File: config.mk
export PLATFORM = sky130hd
export DESIGN_NAME = phh_bin_div
export DESIGN_NICKNAME = d
export VERILOG_FILES = /design/src/hdl/pulse_height_histogram_macros.svh /design/src/hdl/phh_pkg.sv /design/src/hdl/phh_bin_div.sv
export SDC_FILE = /design/constraint.sdc
export NUM_CORES = 1
export LEC_CHECK = 0
export BUFFER_PORTS_ARGS = -buffer_cell sky130_fd_sc_hd__buf_2
export CAP_MARGIN = 10
export CELL_PAD_IN_SITES_DETAIL_PLACEMENT = 1
export CELL_PAD_IN_SITES_GLOBAL_PLACEMENT = 2
export CORE_MARGIN = 2
export CORE_UTILIZATION = 36
export DETAILED_ROUTE_END_ITERATION = 8
export PLACE_DENSITY = 0.9
export RECOVER_POWER = 100
export SLEW_MARGIN = 20
export SYNTH_ARGS = -nofsm -noshare
export SYNTH_HDL_FRONTEND = slang
export SYNTH_SLANG_ARGS = --single-unit
File: constraint.sdc
create_clock -name clk_i -period 5.4 [get_ports clk_i]
set_clock_uncertainty 0.15 [all_clocks]
set_input_delay 0.81 -clock clk_i [delete_from_list [all_inputs] [get_ports clk_i]]
set_output_delay 0.81 -clock clk_i [all_outputs]
set_load 0.05 [all_outputs]
File: src/hdl/pulse_height_histogram_macros.svh
// assertion macros used by the histogram top level
`ifndef PULSE_HEIGHT_HISTOGRAM_MACROS_SVH
`define PULSE_HEIGHT_HISTOGRAM_MACROS_SVH

`ifndef NO_ASSERTIONS

// same-cycle implication
`define PHH_ASSERT_IMPLY(label, clk, rst_n, ante, cons) \
  label: assert property (@(posedge clk) disable iff (!rst_n) (ante) |-> (cons)) \
    else $error("assertion failed");

// next-cycle implication
`define PHH_ASSERT_NEXT(label, clk, rst_n, ante, cons) \
  label: assert property (@(posedge clk) disable iff (!rst_n) (ante) |=> (cons)) \
    else $error("assertion failed");

`else

`define PHH_ASSERT_IMPLY(label, clk, rst_n, ante, cons)
`define PHH_ASSERT_NEXT(label, clk, rst_n, ante, cons)

`endif

`endif

File: src/hdl/phh_pkg.sv
package phh_pkg;

  localparam int LEVEL_W   = 14;
  localparam int CH_W      = 11;
  localparam int ACT_W     = 2;
  localparam int SEL_W     = 10;
  localparam int CNT_OUT_W = 32;
  localparam int OCC_OUT_W = 11;
  localparam int CFG_IDX_W = 2;
  localparam int PROD_W    = CH_W + LEVEL_W;

  localparam logic [LEVEL_W-1:0] MIN_LEVEL_RST = 14'h2000;
  localparam logic [LEVEL_W-1:0] MAX_LEVEL_RST = 14'h1FFF;
  localparam logic [CH_W-1:0]    CHANNELS_RST  = 11'd1024;

  typedef enum logic [ACT_W-1:0] {
    ACT_RECORD = 2'd0,
    ACT_READ   = 2'd1,
    ACT_CLEAR  = 2'd2
  } act_e;

  typedef enum logic [CFG_IDX_W-1:0] {
    REG_MIN_LEVEL = 2'd0,
    REG_MAX_LEVEL = 2'd1,
    REG_CHANNELS  = 2'd2
  } cfg_reg_e;

  typedef enum logic [2:0] {
    ST_SWEEP,
    ST_IDLE,
    ST_MUL,
    ST_CHECK,
    ST_DIV,
    ST_FETCH,
    ST_UPDATE,
    ST_READ
  } state_e;

  function automatic logic [LEVEL_W-1:0] abs_diff(input logic signed [LEVEL_W-1:0] a,
                                                  input logic signed [LEVEL_W-1:0] b);
    logic signed [LEVEL_W:0] d;
    d = {a[LEVEL_W-1], a} - {b[LEVEL_W-1], b};
    abs_diff = d[LEVEL_W] ? LEVEL_W'(-d) : LEVEL_W'(d);
  endfunction

endpackage

File: src/hdl/phh_bin_div.sv
module phh_bin_div #(
  parameter int QW = 10
) (
  input  logic                        clk_i,
  input  logic                        rst_ni,
  input  logic                        start_i,
  input  logic [phh_pkg::PROD_W-1:0]  num_i,
  input  logic [phh_pkg::LEVEL_W-1:0] den_i,
  output logic                        done_o,
  output logic [QW-1:0]               quot_o
);

  import phh_pkg::*;

  // quotient is known to stay below 2^QW, so only QW compare steps
  localparam int DW = (PROD_W > LEVEL_W + QW) ? PROD_W : LEVEL_W + QW;
  localparam int CW = $clog2(QW + 1);

  logic          busy_q;
  logic          done_q;
  logic [CW-1:0] cnt_q;
  logic [DW-1:0] rem_q;
  logic [DW-1:0] dvs_q;
  logic [QW-1:0] quot_q;
  logic          ge;

  assign ge = rem_q >= dvs_q;

  always_ff @(posedge clk_i or negedge rst_ni) begin
    if (!rst_ni) begin
      busy_q <= 1'b0;
      done_q <= 1'b0;
      cnt_q  <= '0;
    end else begin
      done_q <= 1'b0;
      if (start_i) begin
        busy_q <= 1'b1;
        cnt_q  <= CW'(QW - 1);
      end else if (busy_q) begin
        cnt_q <= cnt_q - 1'b1;
        if (cnt_q == '0) begin
          busy_q <= 1'b0;
          done_q <= 1'b1;
        end
      end
    end
  end

  always_ff @(posedge clk_i) begin
    if (start_i) begin
      rem_q  <= DW'(num_i);
      dvs_q  <= DW'(den_i) << (QW - 1);
      quot_q <= '0;
    end else if (busy_q) begin
      rem_q  <= ge ? rem_q - dvs_q : rem_q;
      dvs_q  <= dvs_q >> 1;
      quot_q <= (quot_q << 1) | QW'(ge);
    end
  end

  assign done_o = done_q;
  assign quot_o = quot_q;

endmodule
; Word level (Yosys, flattened, before mapping)
; Cells that the tools add are included.
[word_totals]
input_bits = 42
output_inout_bits = 11
ff_bits = 64
elab_cells = 28
[op_classes]
n_mux = 13
magnitude_cmp = 1
n_addsub = 2
n_bitwise = 1
n_reduce_logical = 4
[ops]
columns = cell, n
row1 = two-way mux 25 bit, 3
row2 = two-way mux 23 bit, 2
row3 = greater-or-equal comparator 25 x 23 -> 1 bit, 1
row4 = subtractor 25 x 23 -> 25 bit, 1
row5 = OR 10 x 1 -> 10 bit, 1
row6 = two-way mux 4 bit, 2
row7 = two-way mux 1 bit, 6
row8 = logical NOT 4 bit, 1
row9 = nonzero test 2 bit, 2
row10 = subtractor 4 x 1 -> 4 bit (second input constant), 1
row11 = AND reduction 2 bit, 1

; Logic depth before layout (Yosys ltp)
[depth]
depth_word = 4
depth_mapped = 9
depth_no_buf = 9

; Worst setup path after synthesis
; OpenSTA, ideal clock, no wires.
[synth_path]
path_kind = register to register
startpoint = register rem_q[2]
endpoint = register rem_q[0], enable pin
stages_incl_launch_ff = 8
required_ns = 4.808
period_less_slack_ns = 3.856
arrival_ns = 3.264
path_slack_ns = 1.544
path_cell_list = edfxtp_1 ha_1 o211ai_1 a21oi_1 o211a_1 nand2b_1 a31oi_1 o21ai_0
[synth_between]
elab_chain_len = 3
[synth_lines]
columns = element, line_no
row1 = start: declaration, phh_bin_div.sv:22  ; logic [DW-1:0] rem_q;
row2 = start signal: assignment, phh_bin_div.sv:51  ; rem_q <= DW'(num_i);
row3 = start signal: assignment, phh_bin_div.sv:55  ; rem_q <= ge ? rem_q - dvs_q : rem_q;
row4 = greater-or-equal comparator 25 x 23 -> 1 bit, phh_bin_div.sv:27  ; assign ge = rem_q >= dvs_q;
row5 = nonzero test 2 bit (no source line), n/a
row6 = AND reduction 2 bit (no source line), n/a
; Every way passes these cells.
; A chain may end at the register's enable or synchronous reset.

; Worst setup path in the final report
[layout_path]
startpoint = register rem_q[2]
endpoint = register rem_q[8], enable pin
; The elaborated chain is that of the path after synthesis.

==> key figures <==
Synth
  • Synth Net Count: 530
  • Synth warn: 0
  • Main combinational cell family by area after synthesis: compound AO/OA/AOI/OAI gates
  • Complex-gate fraction of the synthesized area: 19.0%
  • Multiplexer area fraction after synthesis: 4.57%
  • Most used DFF post-synth: edfxtp_1
  • Number of flops mapped to enable cells by yosys: 39
  • Post-Synth Simple-Gate Area: 18.3%
  • Post-Syn Instances: 462
  • Register area share after synthesis: 40.9%
  • Asr flop ratio synth: 9.38%
  • Post-Syn Area: 4160 um^2
  • Avg Synthesized Cell Area: 9.00 um^2
  • Xor and xnor area share after synthesis: 3.58%
  • Yosys cell types: 58
  • Post-Synth Adder-Cell Area: 8.00%
  • FF+latch count, synth: 64

Floorplanning
  • Core Rows: 39
  • Die X: 112 um
  • Core Area: 11,400 um^2
  • Initial cell density of the core: 36.6%
  • Io pins: 53
  • Die Area: 12,400 um^2
  • DIE HEIGHT: 112 um

CTS
  • Post_cts resized: 0
  • Cts hold-fix bufs: 0
  • Depth of the CTS H-tree: 3
  • Clk_lat worst skew: 0.34 ns
  • Post-CTS Setup Repair Bufs: 0
  • Number of buffers created by CTS: 9
  • Clock tree buffer depth: 2
  • Worst-path clk slew: 0.05 ns
  • CTS Sinks: 64
  • Clk root buf: clkbuf_16
  • CTS tree: built

Critical path
  • CP Class: register to register
  • Data arrival, critical path: 3.39 ns
  • Largest fanout on the critical path: 16
  • Crit start category: register
  • Worst setup EP type: register
  • Worst Reg-to-Reg Cells: 8
  • CP required: 5.22 ns

Finish
  • Finished Cell Area: 4720 um^2
  • Fin util: 41.5%
  • Filler cells: 1,384
  • # diodes: 0
  • Area Growth Syn to Fin: 13.5%
  • Layout cells sized above 1: 12.0%
  • Nets: 573

Power
  • Total power: 2.57 mW
  • Max rail drop VDD: 199 uV
  • Cell Pwr Density: 545 nW/um^2
  • Leak: 2.00 nW

Timing
  • Slew of the pin with the lowest slew margin: 0.944 ns
  • Setup WS post-layout: 1.83 ns
  • Setup TNS: 0 ns
  • Hold Fails Final Rpt: 0
  • Setup violators final: 0
  • Tmin final: 3.57 ns
  • Slew Viols, Final: 0
  • Unrepaired setup endpoints after global routing: no
  • Relative slew slack: 37.1%
  • Max frequency: 280 MHz
  • Crit share post-route: 66.1%

Drt
  • DR DRC count: 0
  • Drt via density: 5.36
  • Post-route ant nets: 0
  • DR WL/cell: 18.2 um
  • Pre-antenna DRT Iters: 5
  • Via count: 3,499
  • First DRT Iteration DRCs: 123
  • Wirelength, routed: 11.9 mm

GRT
  • GRT Util Overall: 19.9%
  • Largest net degree at the start of global routing: 97
  • Met2 usage: 34.5%
  • Total grt overflow: 0
  • First-pass GRT wire length: 19.5 mm
  • GR peak layer: met2
  • GR Layer Usage met3: 3.70%
  • Routing usage on met1: 25.0%
  • Antenna violations before repair: 0
  • Vias in the first global route: 3,732

Hold path
  • Hold Crit Class: input port to async pin

Placed design
  • GP Congestion: 0.873
  • Placed Area: 4510 um^2
  • Final HPWL DP: 8.89 mm
  • I/O Buffers: 52
  • Setup Slack @ Placement: 2.03 ns

Job
  • Max-cap violations: 0

Outcome
  • Status: complete, no violations
## worst max-delay path: stages, from the launching register on
cell,delay [ns]
edfxtp_1,0.42
ha_1,0.39
o211ai_1,0.12
a21oi_1,0.28
o211a_1,0.30
nand2b_1,0.17
a31oi_1,0.13
o21ai_2,0.75
clkbuf_1,0.51
## final timing paths
kind / start / endpoint / slack [ns]
max: rem_q[2] / rem_q[8] / 1.83
min: rst_ni / cnt_q[0] / 0.20
max reg2reg: rem_q[2] / rem_q[8] / 1.83
min reg2reg: dvs_q[0] / dvs_q[0] / 0.38
max in group asynchronous: rst_ni / busy_q / 4.65
min in group clk_i: dvs_q[0] / dvs_q[0] / 0.38
## routing by layer
| metal | wire [um] | share of wire (%) |
|---|---|---|
| met3 | 406 | 3.4 |
| met1 | 5370 | 45 |
| met4 | 246 | 2.1 |
| met5 | 0 | 0 |
| met2 | 5880 | 49 |
## report_power, final
group          internal, mW  total (mW)  switching (mW)
logic                 0.448        1.27           0.825
registers             0.691       0.759          0.0679
clock network         0.322       0.541           0.219
total                  1.46        2.57            1.11
## layout make-up
class                           instances  area [um^2]  share of cell area (%)
Clock inverter                          3         17.5                   0.371
Multi-Input combinational cell        344         2200                    46.5
Clock buffer                           13          250                    5.30
Inverter                               31          116                    2.46
Timing Repair Buffer                   55          263                    5.56
Tap cell                              143          179                    3.79
Sequential cell                        64         1700                    36.0
## state kept, by name, summed over array words and instances, names as in the netlist
name,count
busy_q,1
cnt_q,4
done_o,1
dvs_q,23
quot_o,10
rem_q,25
## through the flow
step | hold WS, ns | cells
final | 0.195 | 653
after CTS | 0.137 | 653
after global placement | 0.321 | 637
after global routing | 0.226 | 653
after detailed placement | 0.354 | 637
after floorplan | 0.315 | 462
## logic make-up after synthesis
family / after synthesis
adder cells (fa/ha/maj): 26
buffers and inverters: 54
XOR/XNOR: 17
AO/OA/AOI/OAI: 121
flip-flops: 64
AND/OR/NAND/NOR: 161
multiplexers: 19
## cells in the final DEF (no fill, tap or decap), types with 15 or more instances in the layout
cell type	count
nor2_1	36
inv_1	29
buf_2	39
nand2_1	65
ha_1	25
mux2i_1	19
edfxtp_1	39
a21oi_1	29
clkbuf_1	17
dfxtp_1	19
o21ai_0	35
o31ai_1	15
## synth_stat cells, types with 6 or more instances
| master | instances | area [um^2] |
|---|---|---|
| o21ai_0 | 34 | 170 |
| ha_1 | 25 | 313 |
| inv_1 | 29 | 109 |
| a211oi_1 | 6 | 45.0 |
| nand3_1 | 7 | 35.0 |
| a21oi_1 | 29 | 145 |
| mux2i_1 | 19 | 190 |
| nand2_1 | 65 | 244 |
| edfxtp_1 | 39 | 1170 |
| nor3_1 | 11 | 55.1 |
| dfrtp_1 | 6 | 150 |
| xnor2_1 | 9 | 78.8 |
| nand4_1 | 7 | 43.8 |
| clkbuf_1 | 12 | 45.0 |
| nand2b_1 | 6 | 37.5 |
| nor2_1 | 36 | 135 |
| dfxtp_1 | 19 | 380 |
| o31ai_1 | 15 | 113 |
| xor2_1 | 8 | 70.1 |
Note: power is estimated with default switching activity, not from simulation.
